`config.mk`:
```
export PLATFORM = sky130hd
export DESIGN_NAME = lzf_out_pack
export DESIGN_NICKNAME = d
export VERILOG_FILES = /design/src/rtl/lzf_pkg.sv /design/src/rtl/lzf_out_pack.sv
export SDC_FILE = /design/constraint.sdc
export NUM_CORES = 1
export LEC_CHECK = 0
export BUFFER_PORTS_ARGS = -buffer_cell sky130_fd_sc_hd__buf_2
export CELL_PAD_IN_SITES_DETAIL_PLACEMENT = 1
export CELL_PAD_IN_SITES_GLOBAL_PLACEMENT = 2
export CORE_MARGIN = 5
export CORE_UTILIZATION = 33
export CTS_BUF_LIST = sky130_fd_sc_hd__clkbuf_16
export CTS_CLUSTER_DIAMETER = 120
export CTS_CLUSTER_SIZE = 20
export DETAILED_ROUTE_END_ITERATION = 12
export PLACE_DENSITY_LB_ADDON = 0.1
export SLEW_MARGIN = 20
export SYNTH_ARGS = -nofsm -noshare
export SYNTH_HDL_FRONTEND = slang
export SYNTH_SLANG_ARGS = --single-unit
```
`constraint.sdc`:
```
create_clock -name clock -period 2.82 [get_ports clock]
set_input_delay 0.564 -clock clock [delete_from_list [all_inputs] [get_ports clock]]
set_output_delay 0.564 -clock clock [all_outputs]
set_load 0.02 [all_outputs]
```
`src/rtl/lzf_pkg.sv`:
```
`timescale 1ns / 1ps
`default_nettype none
// ----------------------------------------------------------------------------
// lzf_pkg
// Shared types and codes for the LZF stream decompressor.
// ----------------------------------------------------------------------------
package lzf_pkg;

   localparam int unsigned WORD_BITS  = 64;
   localparam int unsigned COUNT_BITS = 4;
   localparam int unsigned CODE_BITS  = 3;

   localparam logic [1:0] PH_CTRL = 2'd0;
   localparam logic [1:0] PH_LIT  = 2'd1;
   localparam logic [1:0] PH_LEN  = 2'd2;
   localparam logic [1:0] PH_OFS  = 2'd3;

   localparam logic [2:0] ST_OK        = 3'd0;
   localparam logic [2:0] ST_TRUNC_LIT = 3'd1;
   localparam logic [2:0] ST_TRUNC_LEN = 3'd2;
   localparam logic [2:0] ST_TRUNC_REF = 3'd3;
   localparam logic [2:0] ST_BAD_REF   = 3'd4;
   localparam logic [2:0] ST_SIZE      = 3'd5;

   localparam logic [7:0] LIT_LIMIT   = 8'd32;
   localparam logic [7:0] OFS_HI_MASK = 8'h1f;
   localparam logic [2:0] LEN_EXT     = 3'd7;
   localparam int unsigned LEN_SHIFT  = 5;
   localparam logic [8:0] LEN_BIAS    = 9'd2;

   typedef struct packed {
      logic                 push;
      logic [7:0]           data;
      logic                 flush;
      logic                 last;
      logic                 stat;
      logic [CODE_BITS-1:0] code;
   } pack_ctrl_type;

   typedef struct packed {
      logic room;
      logic flushed;
      logic stat_sent;
   } pack_stat_type;

endpackage
`default_nettype wire

```
`src/rtl/lzf_out_pack.sv`:
```
`timescale 1ns / 1ps
`default_nettype none
// ----------------------------------------------------------------------------
// lzf_out_pack
// Byte packer and output register for result words.
// ----------------------------------------------------------------------------
module lzf_out_pack #(
   parameter int unsigned LANES = 8
) (
   input  wire logic                                 clock,
   input  wire logic                                 reset,
   input  wire lzf_pkg::pack_ctrl_type               ctrl,
   output lzf_pkg::pack_stat_type                    stat,
   output logic                                      out_valid,
   input  wire logic                                 out_ready,
   output logic      [lzf_pkg::WORD_BITS-1:0]        out_word,
   output logic      [lzf_pkg::COUNT_BITS-1:0]       out_count,
   output logic                                      out_last,
   output logic                                      out_done,
   output logic      [lzf_pkg::CODE_BITS-1:0]        out_code
);

   localparam logic [lzf_pkg::COUNT_BITS-1:0] LANE_CNT = lzf_pkg::COUNT_BITS'(LANES);

   logic [8*LANES-1:0]               pk_data_ff, pk_data_in;
   logic [lzf_pkg::COUNT_BITS-1:0]   pk_cnt_ff, pk_cnt_in;
   logic                             ov_ff, ov_in;
   logic [lzf_pkg::WORD_BITS-1:0]    word_ff, word_in;
   logic [lzf_pkg::COUNT_BITS-1:0]   cnt_ff, cnt_in;
   logic                             last_ff, last_in;
   logic                             done_ff, done_in;
   logic [lzf_pkg::CODE_BITS-1:0]    code_ff, code_in;

   logic                             out_free;
   logic                             pk_full;
   logic                             xfer_mid;
   logic                             push_ok;
   logic                             flushed;
   logic                             stat_sent;
   logic [lzf_pkg::COUNT_BITS-1:0]   lane_idx;
   logic [8*LANES-1:0]               base;

   assign out_free  = !ov_ff || out_ready;
   assign pk_full   = (pk_cnt_ff == LANE_CNT);
   assign xfer_mid  = ctrl.push && pk_full && out_free;
   assign push_ok   = ctrl.push && (!pk_full || out_free);
   assign flushed   = ctrl.flush && out_free;
   assign stat_sent = ctrl.stat && out_free;

   assign stat.room      = !pk_full || out_free;
   assign stat.flushed   = flushed;
   assign stat.stat_sent = stat_sent;

   always_comb begin
      pk_data_in = pk_data_ff;
      pk_cnt_in  = pk_cnt_ff;
      lane_idx   = pk_full ? '0 : pk_cnt_ff;
      base       = (pk_full || (pk_cnt_ff == '0)) ? '0 : pk_data_ff;
      if (flushed) begin
         pk_data_in = '0;
         pk_cnt_in  = '0;
      end else if (push_ok) begin
         pk_data_in = base;
         for (int l = 0; l < LANES; l++) begin
            if (lzf_pkg::COUNT_BITS'(l) == lane_idx) begin
               pk_data_in[8*l +: 8] = ctrl.data;
            end
         end
         pk_cnt_in = lane_idx + lzf_pkg::COUNT_BITS'(1);
      end
   end

   always_comb begin
      word_in = word_ff;
      cnt_in  = cnt_ff;
      last_in = last_ff;
      done_in = done_ff;
      code_in = code_ff;
      ov_in   = out_ready ? 1'b0 : ov_ff;
      if (xfer_mid || flushed) begin
         word_in = lzf_pkg::WORD_BITS'(pk_data_ff);
         cnt_in  = pk_cnt_ff;
         last_in = flushed && ctrl.last;
         done_in = 1'b0;
         code_in = lzf_pkg::ST_OK;
         ov_in   = 1'b1;
      end else if (stat_sent) begin
         word_in = '0;
         cnt_in  = '0;
         last_in = 1'b1;
         done_in = 1'b1;
         code_in = ctrl.code;
         ov_in   = 1'b1;
      end
   end

   always_ff @(posedge clock) begin
      if (reset) begin
         pk_cnt_ff <= '0;
         ov_ff     <= 1'b0;
      end else begin
         pk_cnt_ff <= pk_cnt_in;
         ov_ff     <= ov_in;
      end
   end

   always_ff @(posedge clock) begin
      pk_data_ff <= pk_data_in;
      word_ff    <= word_in;
      cnt_ff     <= cnt_in;
      last_ff    <= last_in;
      done_ff    <= done_in;
      code_ff    <= code_in;
   end

   assign out_valid = ov_ff;
   assign out_word  = word_ff;
   assign out_count = cnt_ff;
   assign out_last  = last_ff;
   assign out_done  = done_ff;
   assign out_code  = code_ff;

endmodule
`default_nettype wire

```
After elaboration in Yosys (flattened, before gate mapping):

Index checks and enable logic that the tools add are counted.

* memories kept: 0
* RAM bits: 0
* bits of input ports: 18
* memory bits (read-only): 0
* register bits: 142
* output and inout port bits: 77
* bits in latches: 0
* logic and storage cells: 76

* add/sub/neg operators: 1
* shift-type cells: 0
* divide/modulo/power cells: 0
* $mul: 0
* bitwise logic cells: 0
* reductions and logical operators: 33
* mux-type cells: 19
* equality and inequality tests: 8
* order comparisons: 0

Operators by type and width (number)
* $mux 64: 3
* $mux 8: 8
* $reduce_bool 2->1: 9
* $eq 3x4->1 const A: 4
* $reduce_and 2->1: 8
* $mux 4: 3
* $eq 2x4->1 const A: 2
* $logic_not 4->1: 2
* $logic_and 1x1->1: 6
* $mux 1: 5
* $add 4x1->4 const B: 1
* $eq 1x4->1 const A: 1
* $eq 4x4->1 const B: 1
* $logic_or 1x1->1: 4
* $reduce_bool 3->1: 1
* $logic_not 1->1: 2
* $reduce_or 2->1: 1

Logic depth before layout (Yosys ltp):

Gate-level depths: netlist of run 1.

* depth in word-level cells: 5
* mapped depth: 7
* depth with buffers taken out: 6

Worst setup path after synthesis of run 1:

OpenSTA, ideal clock, no wires.

* kind: in2reg
* from: in out_ready
* to: reg cnt_ff, in the netlist out_count[0] (enable)
* library setup time: 0.423 ns
* cell stages on the path: 5
* required time: 2.397 ns
* slack: -0.173 ns
* buffers on the path: 2
* arrival: 2.570 ns
* cells stage by stage: nand2b_1 -> buf_2 -> clkbuf_1 -> o21ai_1 -> inv_1

* longest elaborated chain between the ends: 4
* elaborated cells between the ends (all ways): 6
* those cells by class: reduce/logical: 6

Ends and longest elaborated chain
* from (decl): line lzf_out_pack.sv:15 `input wire logic out_ready,`
* $logic_or 1x1->1 (*): line lzf_out_pack.sv:43 `assign out_free = !ov_ff || out_ready;`
* $logic_and 1x1->1 (on tied branches): line lzf_out_pack.sv:45, lzf_out_pack.sv:47
* $logic_or 1x1->1: line lzf_out_pack.sv:80 `if (xfer_mid || flushed) begin`
* $reduce_bool 2->1 (no source line) (*)
* to (signal assigned): line lzf_out_pack.sv:110 `cnt_ff <= cnt_in;`
* to (decl): line lzf_out_pack.sv:29 `logic [lzf_pkg::COUNT_BITS-1:0] cnt_ff, cnt_in;`

Every way passes the cells marked *; elsewhere a longest branch is shown, timed or not.
A chain may end at the register's enable or synchronous reset.

==> flow_summary.ini, run 1 <==
[run_status]
status = finished clean

[final_layout]
post-route-util_pct = 40.9
fin_cells = 800
final_common_cell = buf_2
final_cell_mix = buf_2, dfxtp_1, edfxtp_1, and3_1, nand3_1
syn_to_final_growth_pct = 22.3
fillers = 1829
num_antenna_cells = 0
nNetsFinal = 590
final_layout_size_suffix_gt1_share_pct = 25.0

[clocking]
numCtsBuffers = 17
cts_root_buf = clkbuf_16
cts_tree = done
post-cts-setup-buffers = 0
clockBufferDepth = 2
ctsHoldBuffers = 0
clk_latency_ps = 420
htree_levels = 4
cts.clk_slew.worst_paths_ps = 60
cts_resized = 0
clkSinkCount = 142

[floorplanning]
rows = 47
die_w_um = 139
dieArea_um2 = 19400
die_h_um = 139
start_util_pct = 33.4
io_pins = 95
core_um2 = 16500

[sta]
setup_viol_count_final = 0
max_clock_freq_ghz = 0.444
skew_ps = 10.5
fin_setup_tns_ps = 0
worstMarginPinSlew_ps = 593
max-slew-margin-rel_pct = 60.3
rsz0062_at_grt = no
setup_slack_ps = 567
fin_crit_ps = 2250
final-hold-violation-count = 0
finalCritPeriodShare_pct = 79.9
slew_viol_final = 0

[global_routing]
grt_antenna_before_repair = 0
grt_pass1_vias = 4162
overflow = 0
grt_pass1_wl_mm = 23.4
grt_max_degree = 65
grt_usage_pct = 15.3

[route]
vias = 3928
ant_nets = 0
wl_mm = 14.5
wl_per_cell_um = 18.1
drtIter0Drc = 186
drt-pass1-iter-count = 4
avgViaCountPerCell = 4.91
drc = 0

[yosys]
synth.area.mux_share_pct = 4.55
syn_area_um2 = 5500
syn_inst = 479
yosys.area_share.simple_pct = 19.7
synth_compound_area_share_pct = 7.02
ys.flop_type = dfxtp_1
synth.avg_cell_area_um2 = 11.5
synth_top_family_by_area = simple AND/OR/NAND/NOR gates
synth_edf_count = 69
synth_fa_ha_area_share_pct = 1.14
ys_seq_elements = 142
synth-xor-area-share_pct = 0
yosysWarnings = 0
ys_seq_area_share_pct = 64.2
synth_nets = 502
synth.distinct_cells = 36
async_flop_share_pct = 0

[setup_path]
crit_fanout = 6
max_stage_delay_ps = 340
cpLargestDelayFamily = simple AND/OR/NAND/NOR gates
endpoint_kind = output port
worstSetupPathType = register to output port
required_ps = 2260
cp.arrival_ps = 1690
critPathSlowestCell = dfxtp_1
crit_buf_inv = 2
cp_cell_sequence = inv_1 > ha_1 > nor2b_4 > nand3_1 > buf_2
start_kind = register

[hold_path]
hold_class = primary input to register

[placed_design]
place_ws_ps = 632
gp_congestion = 0.771
place_hpwl_mm = 9.77
dp_cells = 768
port_buffers = 94

[pwr]
p_leak_nw = 2.83
p_per_area_nw_per_um2 = 718
ir_drop_mv = 0.431

[flow_run]
maxCapViolations = 0
-- report_power, final --
group	switching (W)	leakage, nW	internal [W]
logic	0.000315	1.23	0.000112
registers	0.0000309	1.32	0.00226
clock network	0.000840	0.278	0.00128
total	0.00119	2.83	0.00365
-- registers in the layout (all words and copies together) (netlist names) --
name        flops
out_code        3
out_count       4
out_last        1
pk_cnt_ff       4
pk_data_ff     64
out_word       64
out_valid       1
out_done        1
-- area by class of cell --
type / instances / area (um^2) / area share (%)
clock buffers: 17 / 425 / 6.32
clock inverters: 15 / 129 / 1.92
inverters: 5 / 22.5 / 0.335
multi-input cells: 296 / 1790 / 26.6
flip-flops and latches: 142 / 3530 / 52.5
well taps: 220 / 275 / 4.09
repair buffers: 105 / 553 / 8.22
-- cells in the mapped netlist (all sizes together), types with 8 or more instances --
master / instances / area [um^2]
dfxtp: 73 / 1460
edfxtp: 69 / 2070
and3: 67 / 419
nand3: 61 / 305
nand2: 47 / 179
a21oi: 35 / 179
mux2i: 25 / 250
buf: 21 / 111
clkbuf: 15 / 56.3
nor2: 13 / 80.1
o21ai: 10 / 50.1
o2111ai: 8 / 70.1
-- worst register-to-register path, cell delays in order (launching register included) --
cell	delay, ps
dfxtp_1	390
inv_1	130
ha_1	250
nor2b_4	170
a31o_2	280
o21ai_2	230
clkinvlp_4	130
buf_4	280
-- per-layer routing --
metal  global-route usage (%)  vias to the layer above  share of wire (%)
li1                         -                     1927                  -
met1                     20.0                     1904                 46
met2                     24.8                       78                 49
met3                     3.62                       19                3.2
met4                     5.56                        0                1.5
met5                        0                        -                  0
-- cell families after synthesis --
| group | count (synthesis) |
|---|---|
| and+or+nand+nor | 204 |
| DFF | 142 |
| AOI/OAI and AO/OA | 62 |
| buffers and inverters | 41 |
| muxes | 25 |
| adders and majority gates | 5 |
-- path summary, 6_finish.rpt --
check,startpoint,to,slack (ps),cells after the start
worst max-delay path,pk_cnt_ff[0],stat[2],570,5
worst min-delay path,ctrl[2],out_code[2],380,2
worst max register to register,pk_cnt_ff[0],out_word[30],630,7
worst min register to register,pk_data_ff[40],pk_data_ff[40],460,2
-- stage by stage --
stage / total power (W) / area (um^2) / hold WS [ps]
floorplan: 0.00260 / 5510 / 442
global placement: 0.00276 / 6170 / 450
detailed placement: 0.00277 / 6170 / 460
CTS: 0.00490 / 6730 / 359
global route: 0.00503 / 6730 / 372
finish: 0.00483 / 6730 / 379
Power figures use the tool's default switching activity.
==> run 2: changes to the inputs <==
==> constraint.sdc (replaced) <==
create_clock -name clock -period 1.95 [get_ports clock]
set_input_delay 0.39 -clock clock [delete_from_list [all_inputs] [get_ports clock]]
set_output_delay 0.39 -clock clock [all_outputs]
set_load 0.02 [all_outputs]
==> run 2 against run 1 <==
  * Register-to-register slack worse by 520 ps
  * Sequential cell count stayed put
  * Critical path type unchanged
  * Highest routed layer unchanged
  * Routed wire length is 0.75% lower
  * Clock-buffer cell count stayed put
  * Largest cell class unchanged
  * Clock skew is 2.6 ps lower
  * Clock power is 50% higher
  * Combinational power is 55% higher
  * Die area stayed put
  * Total power is 48% higher
==> flow_summary.ini, run 2 (synthesis results as in run 1) <==
[hold_path]
holdPathEnd = out_code[0]
hold_class = primary input to register
hold-path-cell-count = 2
hp-start = ctrl[0]

[setup_path]
crit_start = pk_cnt_ff[0]
start_kind = register
endpoint_kind = output port
cp.arrival_ps = 1460
r2r_cells = 7
worstSetupPathType = register to output port
worstReg2RegEnd = out_word[24]
required_ps = 1560
r2r_slack_ps = 110
crit_fanout = 5
reg2reg_from = pk_cnt_ff[1]

[floorplanning]
die_h_um = 139
io_pins = 95
core_um2 = 16500
rows = 47
die_w_um = 139
start_util_pct = 33.4
dieArea_um2 = 19400

[route]
drtIter0Drc = 191
wl_mm = 14.4
avgViaCountPerCell = 4.91
ant_nets = 0
drc = 0
vias = 3987
drt-pass1-iter-count = 4
wl_per_cell_um = 17.7

[final_layout]
final_cell_mix = buf_2, dfxtp_1, edfxtp_1, and3_1, nand3_1
syn_to_final_growth_pct = 26.6
final_common_cell = buf_2
fillers = 1831
regArea_um2 = 3540
multi_input_area_um2 = 1830
final_layout_size_suffix_gt1_share_pct = 27.7
nNetsFinal = 602
fin_cells = 812
num_antenna_cells = 0
final_area_um2 = 6970

[sta]
max_clock_freq_ghz = 0.541
fin_crit_ps = 1850
final-hold-violation-count = 0
setup_viol_count_final = 0
skew_ps = 7.90
rsz0062_at_grt = no
worstMarginPinSlew_ps = 525
max-slew-margin-rel_pct = 64.8
finalCritPeriodShare_pct = 94.8
slew_viol_final = 0
fin_setup_tns_ps = 0

[clocking]
numCtsBuffers = 17
clkSinkCount = 142
cts_tree = done
cts.clk_slew.worst_paths_ps = 60
htree_levels = 4
ctsHoldBuffers = 0
clk_latency_ps = 420
clockBufferDepth = 2
cts_root_buf = clkbuf_16

[pwr]
p_per_area_nw_per_um2 = 1030
p_leak_nw = 2.95
ir_drop_mv = 0.637
total_power_w = 0.00715

[placed_design]
port_buffers = 94
dp_cells = 777
place_hpwl_mm = 9.89
dpl_cell_area_um2 = 6320
gp_congestion = 0.815

[global_routing]
overflow = 0
grt_max_degree = 46
grt_pass1_wl_mm = 23.5
grt_antenna_before_repair = 0
grt_usage_pct = 15.3
grt_pass1_vias = 4264

[run_status]
status = finished clean

[flow_run]
maxCapViolations = 0
[run 2: changes by cell type in the layout (fill, tap and decap cells not counted), sizes merged]
cell	change
bufinv	+1
inv	+1
clkinvlp	+1
buf	+12
clkinv	-3
[run 2: area by class of cell]
cell class,instances,area share [%]
flip-flops and latches,142,50.8
inverters,5,0.395
clock buffers,17,6.11
multi-input cells,296,26.3
repair buffers,117,10.3
well taps,220,3.95
clock inverters,15,2.21
[run 2: routing by layer]
layer	up-vias	GRT usage, %	routed length [um]
met5	-	0	0
met4	0	5.92	273
met3	22	4.10	525
met2	79	25.1	6920
met1	1933	19.4	6670
li1	1953	-	-
[run 2: worst max-delay path by stage]
stage                endpoint  depth (start not counted)
5_1_grt        pk_data_ff[30]                          8
2_1_floorplan    out_count[0]                          6
3_3_place_gp     out_word[49]                          7
4_1_cts               stat[1]                          4
3_5_place_dp     out_word[43]                          7
6_report              stat[2]                          5
[run 2: report_power, final]
group          internal [W]  switching, W  total [W]
Combinational      0.000197      0.000465   0.000662
Sequential          0.00327     0.0000453    0.00331
Clock               0.00198       0.00120    0.00318
Total               0.00544       0.00171    0.00715
[run 2: stage by stage]
stage	setup WS [ps]	hold slack, ps	utilization, %
4_1_cts	9.59	170	41.9
2_1_floorplan	-602	442	-
5_1_grt	4.30	189	42.3
6_report	101	190	42.3
3_5_place_dp	33.8	458	38.4
3_3_place_gp	77.5	450	38.4
[run 2: worst max-delay path, stage by stage, from the launching register on]
cell     delay, ps
dfxtp_4        360
inv_4           90
ha_4           140
nor2b_4        200
nand3_2        100
buf_6          160
[run 2: what timing repair did]
item | CTS | global route
endpoints found under the hold margin | 0 | 0
buffers inserted | 1 | 2
pin swaps | 0 | 3
resized for setup | 0 | 6
endpoints found under the setup margin | 1 | 37
